--- config.mk ---
export PLATFORM = sky130hd
export DESIGN_NAME = spdl_fifo
export DESIGN_NICKNAME = d
export VERILOG_FILES = /design/src/spdl_pkg.sv /design/src/spdl_fifo.sv
export SDC_FILE = /design/constraint.sdc
export NUM_CORES = 1
export LEC_CHECK = 0
export ABC_AREA = 1
export BUFFER_PORTS_ARGS = -buffer_cell sky130_fd_sc_hd__buf_2
export CAP_MARGIN = 5
export CORE_MARGIN = 8
export CORE_UTILIZATION = 45
export DETAILED_ROUTE_END_ITERATION = 10
export GPL_ROUTABILITY_DRIVEN = 1
export PLACE_DENSITY = 0.71
export SYNTH_ARGS = -nofsm -noshare
export SYNTH_HDL_FRONTEND = slang
export SYNTH_SLANG_ARGS = --single-unit
--- constraint.sdc ---
create_clock -name clk_i -period 3.2 [get_ports clk_i]
set_input_delay 0.64 -clock clk_i [delete_from_list [all_inputs] [get_ports clk_i]]
set_output_delay 0.64 -clock clk_i [all_outputs]
set_load 0.03 [all_outputs]
--- src/spdl_pkg.sv ---
// spdl_pkg: shared types, constants and arithmetic step functions for the
// spectrum peak decay log scaler. No dependencies.
`timescale 1ns / 1ps
`default_nettype none

package spdl_pkg;

  localparam int unsigned QDEPTH    = 4;
  localparam int unsigned SQ_STEPS  = 17;
  localparam int unsigned DIV_STEPS = 16;
  localparam int unsigned LOG_STEPS = 16;
  localparam int unsigned MOD_STEPS = 10;

  localparam logic [2:0] REG_MODE  = 3'd0;
  localparam logic [2:0] REG_DECAY = 3'd1;
  localparam logic [2:0] REG_PHASE = 3'd2;
  localparam logic [2:0] REG_FLOOR = 3'd3;
  localparam logic [2:0] REG_SCALE = 3'd4;

  localparam logic [1:0] MODE_MONO  = 2'd0;
  localparam logic [1:0] MODE_SEP   = 2'd1;
  localparam logic [1:0] MODE_PHASE = 2'd2;

  localparam logic [1:0]  RST_MODE  = MODE_MONO;
  localparam logic [15:0] RST_DECAY = 16'd62259;
  localparam logic [15:0] RST_PHASE = 16'd65200;
  localparam logic [15:0] RST_FLOOR = 16'hEC12;
  localparam logic [15:0] RST_SCALE = 16'd3288;

  localparam logic [16:0] ONE_Q16 = 17'h10000;

  typedef struct packed {
    logic [9:0]         bin_index;
    logic signed [15:0] left_real;
    logic signed [15:0] left_imag;
    logic signed [15:0] right_real;
    logic signed [15:0] right_imag;
  } in_t;

  typedef struct packed {
    logic [9:0]  out_bin;
    logic [15:0] left_level;
    logic [15:0] right_level;
    logic [15:0] phase_level;
  } out_t;

  typedef struct packed {
    logic [1:0]  mode;
    logic [15:0] decay_pole;
    logic [15:0] phase_pole;
    logic [15:0] log_floor;
    logic [15:0] log_scale;
  } cfg_t;

  typedef struct packed {
    logic [33:0] v;
    logic [34:0] r;
  } sq_t;

  typedef struct packed {
    logic [9:0] bin;
    logic [9:0] bmod;
    sq_t        l;
    sq_t        r;
    sq_t        s;
  } fsq_t;

  typedef struct packed {
    logic [9:0]  bin;
    logic [9:0]  bmod;
    logic [16:0] lmag;
    logic [16:0] rmag;
    logic [17:0] sum;
    logic [17:0] rem;
    logic [15:0] q;
    logic        zero;
    logic        sat;
  } fdv_t;

  typedef struct packed {
    logic [9:0]  bin;
    logic [9:0]  bmod;
    logic [16:0] lmag;
    logic [16:0] rmag;
    logic [16:0] x;
  } fq_t;

  typedef struct packed {
    logic        zero;
    logic [4:0]  e;
    logic [30:0] m;
    logic [15:0] frac;
  } lg_t;

  typedef struct packed {
    logic [9:0]  bin;
    logic        rsel;
    logic        psel;
    logic [15:0] pval;
  } bk_t;

  // one digit of the integer square root
  function automatic sq_t sq_step(sq_t a, int unsigned k);
    logic [34:0] bitv;
    logic [34:0] t;
    sq_t         o;
    bitv = 35'(1) << (32 - 2 * k);
    t    = a.r + bitv;
    if ({1'b0, a.v} >= t) begin
      o.v = 34'({1'b0, a.v} - t);
      o.r = (a.r >> 1) + bitv;
    end else begin
      o.v = a.v;
      o.r = a.r >> 1;
    end
    return o;
  endfunction

  // one quotient bit of the restoring division
  function automatic fdv_t dv_step(fdv_t a);
    logic [18:0] rem2;
    fdv_t        o;
    o    = a;
    rem2 = {a.rem, 1'b0};
    if (rem2 >= {1'b0, a.sum}) begin
      o.rem = 18'(rem2 - {1'b0, a.sum});
      o.q   = {a.q[14:0], 1'b1};
    end else begin
      o.rem = rem2[17:0];
      o.q   = {a.q[14:0], 1'b0};
    end
    return o;
  endfunction

  function automatic lg_t lg_norm(logic [16:0] p);
    lg_t o;
    o.zero = (p == 17'd0);
    o.e    = 5'd0;
    for (int i = 0; i < 17; i++) begin
      if (p[i]) begin
        o.e = 5'(i);
      end
    end
    o.m    = 31'({14'd0, p} << (5'd30 - o.e));
    o.frac = 16'd0;
    return o;
  endfunction

  // square the mantissa and take one fraction bit
  function automatic lg_t lg_step(lg_t a);
    logic [61:0] sq;
    logic [31:0] t;
    lg_t         o;
    o      = a;
    sq     = a.m * a.m;
    t      = sq[61:30];
    o.frac = {a.frac[14:0], t[31]};
    o.m    = t[31] ? t[31:1] : t[30:0];
    return o;
  endfunction

  // log distance above the floor, zero when at or below it
  function automatic logic [23:0] lg_dist(lg_t a, logic [15:0] floor);
    logic [5:0]  es;
    logic [25:0] l;
    logic [25:0] f;
    logic [25:0] d;
    es = {1'b0, a.e} - 6'd15;
    l  = {{4{es[5]}}, es, a.frac};
    f  = {{2{floor[15]}}, floor, 8'd0};
    d  = l - f;
    if (a.zero || d[25] || (d == 26'd0)) begin
      return 24'd0;
    end
    return d[23:0];
  endfunction

  function automatic logic [16:0] pk_hold(logic [16:0] pk, logic [16:0] mag,
                                          logic [15:0] pole);
    logic [32:0] pr;
    pr = pk * pole;
    return (mag > pr[32:16]) ? mag : pr[32:16];
  endfunction

  function automatic logic [16:0] ph_smooth(logic [16:0] s, logic [16:0] x,
                                            logic [15:0] pole);
    logic [33:0] a;
    logic [33:0] b;
    logic [33:0] t;
    a = s * pole;
    b = x * (ONE_Q16 - {1'b0, pole});
    t = a + b;
    return t[32:16];
  endfunction

endpackage

`default_nettype wire

--- src/spdl_fifo.sv ---
// spdl_fifo: short queue between the magnitude front end and the store back end.
// Depends on spdl_pkg.
`timescale 1ns / 1ps
`default_nettype none

module spdl_fifo (
  input  logic            clk_i,
  input  logic            rst_ni,
  input  logic            push_i,
  input  spdl_pkg::fq_t   push_data_i,
  output logic            full_o,
  input  logic            pop_i,
  output spdl_pkg::fq_t   pop_data_o,
  output logic            empty_o
);

  localparam int unsigned PW = $clog2(spdl_pkg::QDEPTH);

  spdl_pkg::fq_t  mem_q [spdl_pkg::QDEPTH];
  logic [PW-1:0]  wptr_q;
  logic [PW-1:0]  rptr_q;
  logic [PW:0]    cnt_q;

  assign full_o     = (cnt_q == (PW + 1)'(spdl_pkg::QDEPTH));
  assign empty_o    = (cnt_q == '0);
  assign pop_data_o = mem_q[rptr_q];

  always_ff @(posedge clk_i or negedge rst_ni) begin
    if (!rst_ni) begin
      wptr_q <= '0;
      rptr_q <= '0;
      cnt_q  <= '0;
    end else begin
      if (push_i) begin
        wptr_q <= wptr_q + 1'b1;
      end
      if (pop_i) begin
        rptr_q <= rptr_q + 1'b1;
      end
      if (push_i && !pop_i) begin
        cnt_q <= cnt_q + 1'b1;
      end else if (!push_i && pop_i) begin
        cnt_q <= cnt_q - 1'b1;
      end
    end
  end

  always_ff @(posedge clk_i) begin
    if (push_i) begin
      mem_q[wptr_q] <= push_data_i;
    end
  end

endmodule

`default_nettype wire

==> impl_metrics.toml <==
[yosys]
synth_top_family_by_area = "compound AO/OA/AOI/OAI gates"
synth_area_leader_cell = "edfxtp_1"
synth-edff-count = 284
async_flop_share_pct = 2.41
synth.area.mux_share_pct = 0
yosys.area_share.simple_pct = 7.74
yosysUniqueCellTypes = 22
synth_xor_area_share_pct = 0.285
synth_top_area_share_pct = 69.4
synth.avg_cell_area_um2 = 14.0
synth_seq_cells = 291
synth-adder-area-share_pct = 0.672
synthTopCellsByArea = "edfxtp_1, o211ai_2, nand2_1, inv_1, o211ai_1"
seq_area_frac_synth_pct = 70.8
synth_area_um2 = 12300
syn_nets = 957
synth_compound_area_share_pct = 11.6
yosysWarnings = 0
synthFlopType = "edfxtp_1"
syn_inst = 876

[route]
drt_pre_antenna_iters = 4
drc = 0
drtIter0Drc = 376
routed_via_density = 4.88
ant_nets = 0
wl_um = 23800
vias = 6765
wire_per_inst_um = 17.2

[setup_path]
critPathLaunchType = "flop"
criticalPathCategory = "flop to output pin"
end_kind = "output pin"
crit_path_max_fanout = 64
cp_data_arrival_time_ns = 2.30
worstPathRequired_ns = 2.56

[pwr]
finalPower_mw = 14.3
powerDensity_nw_per_um2 = 1010
p_leak_nw = 5.70
irDropWorstVdd_mv = 0.692

[final_layout]
fin_cells = 1386
layout-drive-gt1-share_pct = 30.0
layout_common_cells = "edfxtp_1, nand2_1, inv_1"
nets = 1102
area_growth_pct = 14.9
layout_commonest_cell = "edfxtp_1"

[die]
dieHeight_um = 181
rows = 60
die_w_um = 181
dieArea_um2 = 32900
core-area_um2 = 26900
ios = 148
initial_core_util_pct = 45.7

[global_route]
gr-total-overflow = 0
grt_pass1_vias = 6965
grt_first_pass_wirelength_um = 37600
grt_max_degree = 72
antenna_found_initial = 6
grt_use_total_pct = 14.2

[sta]
hold_viol_final = 0
setup_viol = 0
rsz0062_at_grt = "no"
maxSlewHeadroom_pct = 54.7
fin_skew_ns = 0.00623
timing.fmax_ghz = 0.340
timing.final.crit_share_pct = 91.9
slew_viol_final = 0
min_period_ns = 2.94
worst_slew_pin_slew_ns = 0.680
fin_tns_setup_ns = 0

[cts]
clock_path_buffers = 3
ctsResizeCount = 0
clk_pin_slew_worst_paths_ns = 0.06
cts-htree-levels = 1
clkLatencyLatePin_ns = 0.53
cts_made_buffers = 28
clockRootBuffer = "clkbuf_16"
cts_setup_buffers = 0
cts_tree = "done"
hold_buffers = 1
clock-sinks = 291

[run]
cap_violations = 0

[outcome]
outcome = "finished clean"

[placed_design]
placed_cells = 1331
dp_hpwl_um = 14500
place.gp.congestion = 0.692
io_buffers = 147

[hold_path]
hold_class = "input port to flop"
## stage by stage
stage	instance area (um^2)	utilization [%]	worst slack (ns)	hold WS, ns
floorplan	12300	-	0.460	0.344
global placement	13200	49.0	0.805	0.483
detailed placement	13200	49.0	0.793	0.488
CTS	14100	52.5	0.222	0.306
global route	14100	52.5	0.0859	0.312
finish	14100	52.5	0.259	0.326
## synth_stat cells, types with 2 or more instances
cell type and instances:
o211ai_1 71, buf_12 11, buf_6 16, nand2_2 33, buf_2 18, o211ai_2 71, dfrtp_1 7, xor2_1 3
nor3_1 2, edfxtp_1 284, nand2_1 193, ha_1 5, inv_1 153
## path summary, 6_finish.rpt
| path | endpoint | slack, ns | depth (start not counted) | from |
|---|---|---|---|---|
| worst max-delay path | pop_data_o[31] | 0.26 | 5 | rptr_q[0]$_DFFE_PN0P_ |
| worst min-delay path | mem_q[1][11]$_DFFE_PP_ | 0.33 | 1 | push_data_i[11] |
| worst max register to register | mem_q[2][5]$_DFFE_PP_ | 1.36 | 5 | wptr_q[0]$_DFFE_PN0P_ |
| worst min register to register | cnt_q[2]$_DFFE_PN0P_ | 0.50 | 2 | cnt_q[2]$_DFFE_PN0P_ |
| max in group asynchronous | rptr_q[1]$_DFFE_PN0P_ | 2.49 | 2 | rst_ni |
| min in group asynchronous | wptr_q[0]$_DFFE_PN0P_ | 0.50 | 2 | rst_ni |
## report_power, final
group / leakage (nW) / internal, mW / switching (mW)
clock network: 0.457 / 1.97 / 1.31
registers: 2.69 / 4.99 / 0.318
logic: 2.55 / 1.64 / 4.04
total: 5.70 / 8.60 / 5.67
## critical path: stages (launching register included)
cell      delay, ns
dfrtp_4        0.88
buf_12         0.37
nand2_1        0.10
o211ai_1       0.09
nand2_1        0.09
buf_2          0.19
## flip-flops by register name (all words and copies together), names as in the netlist
register	cells
mem_q	284
rptr_q	2
cnt_q	3
wptr_q	2
## cell type report
cell class	count	area (um^2)
fill	2174	12800
sequential	291	8710
multi-input combinational	383	2500
timing repair buffer	163	971
clock buffer	34	744
inverter	154	584
tap	341	427
clock inverter	17	181
antenna	3	7.51
## per-layer routing
| metal | wire length, um | up-vias | track usage (%) |
|---|---|---|---|
| met5 | 54 | - | 0 |
| met1 | 10400 | 3239 | 18.3 |
| met3 | 1460 | 34 | 3.91 |
| met4 | 360 | 8 | 3.21 |
| li1 | - | 3337 | - |
| met2 | 11500 | 147 | 23.7 |
## kinds of logic (layout without fill, tap and decap cells)
family / Yosys count / in the layout
DFF: 291 / 291
other: 0 / 3
xor gates and xnor gates: 4 / 4
and+or+nand+nor: 230 / 230
AOI/OAI and AO/OA: 143 / 143
buffers and inverters: 202 / 368
adders and majority gates: 6 / 6
No activity file was read; power rests on OpenSTA's default activity.
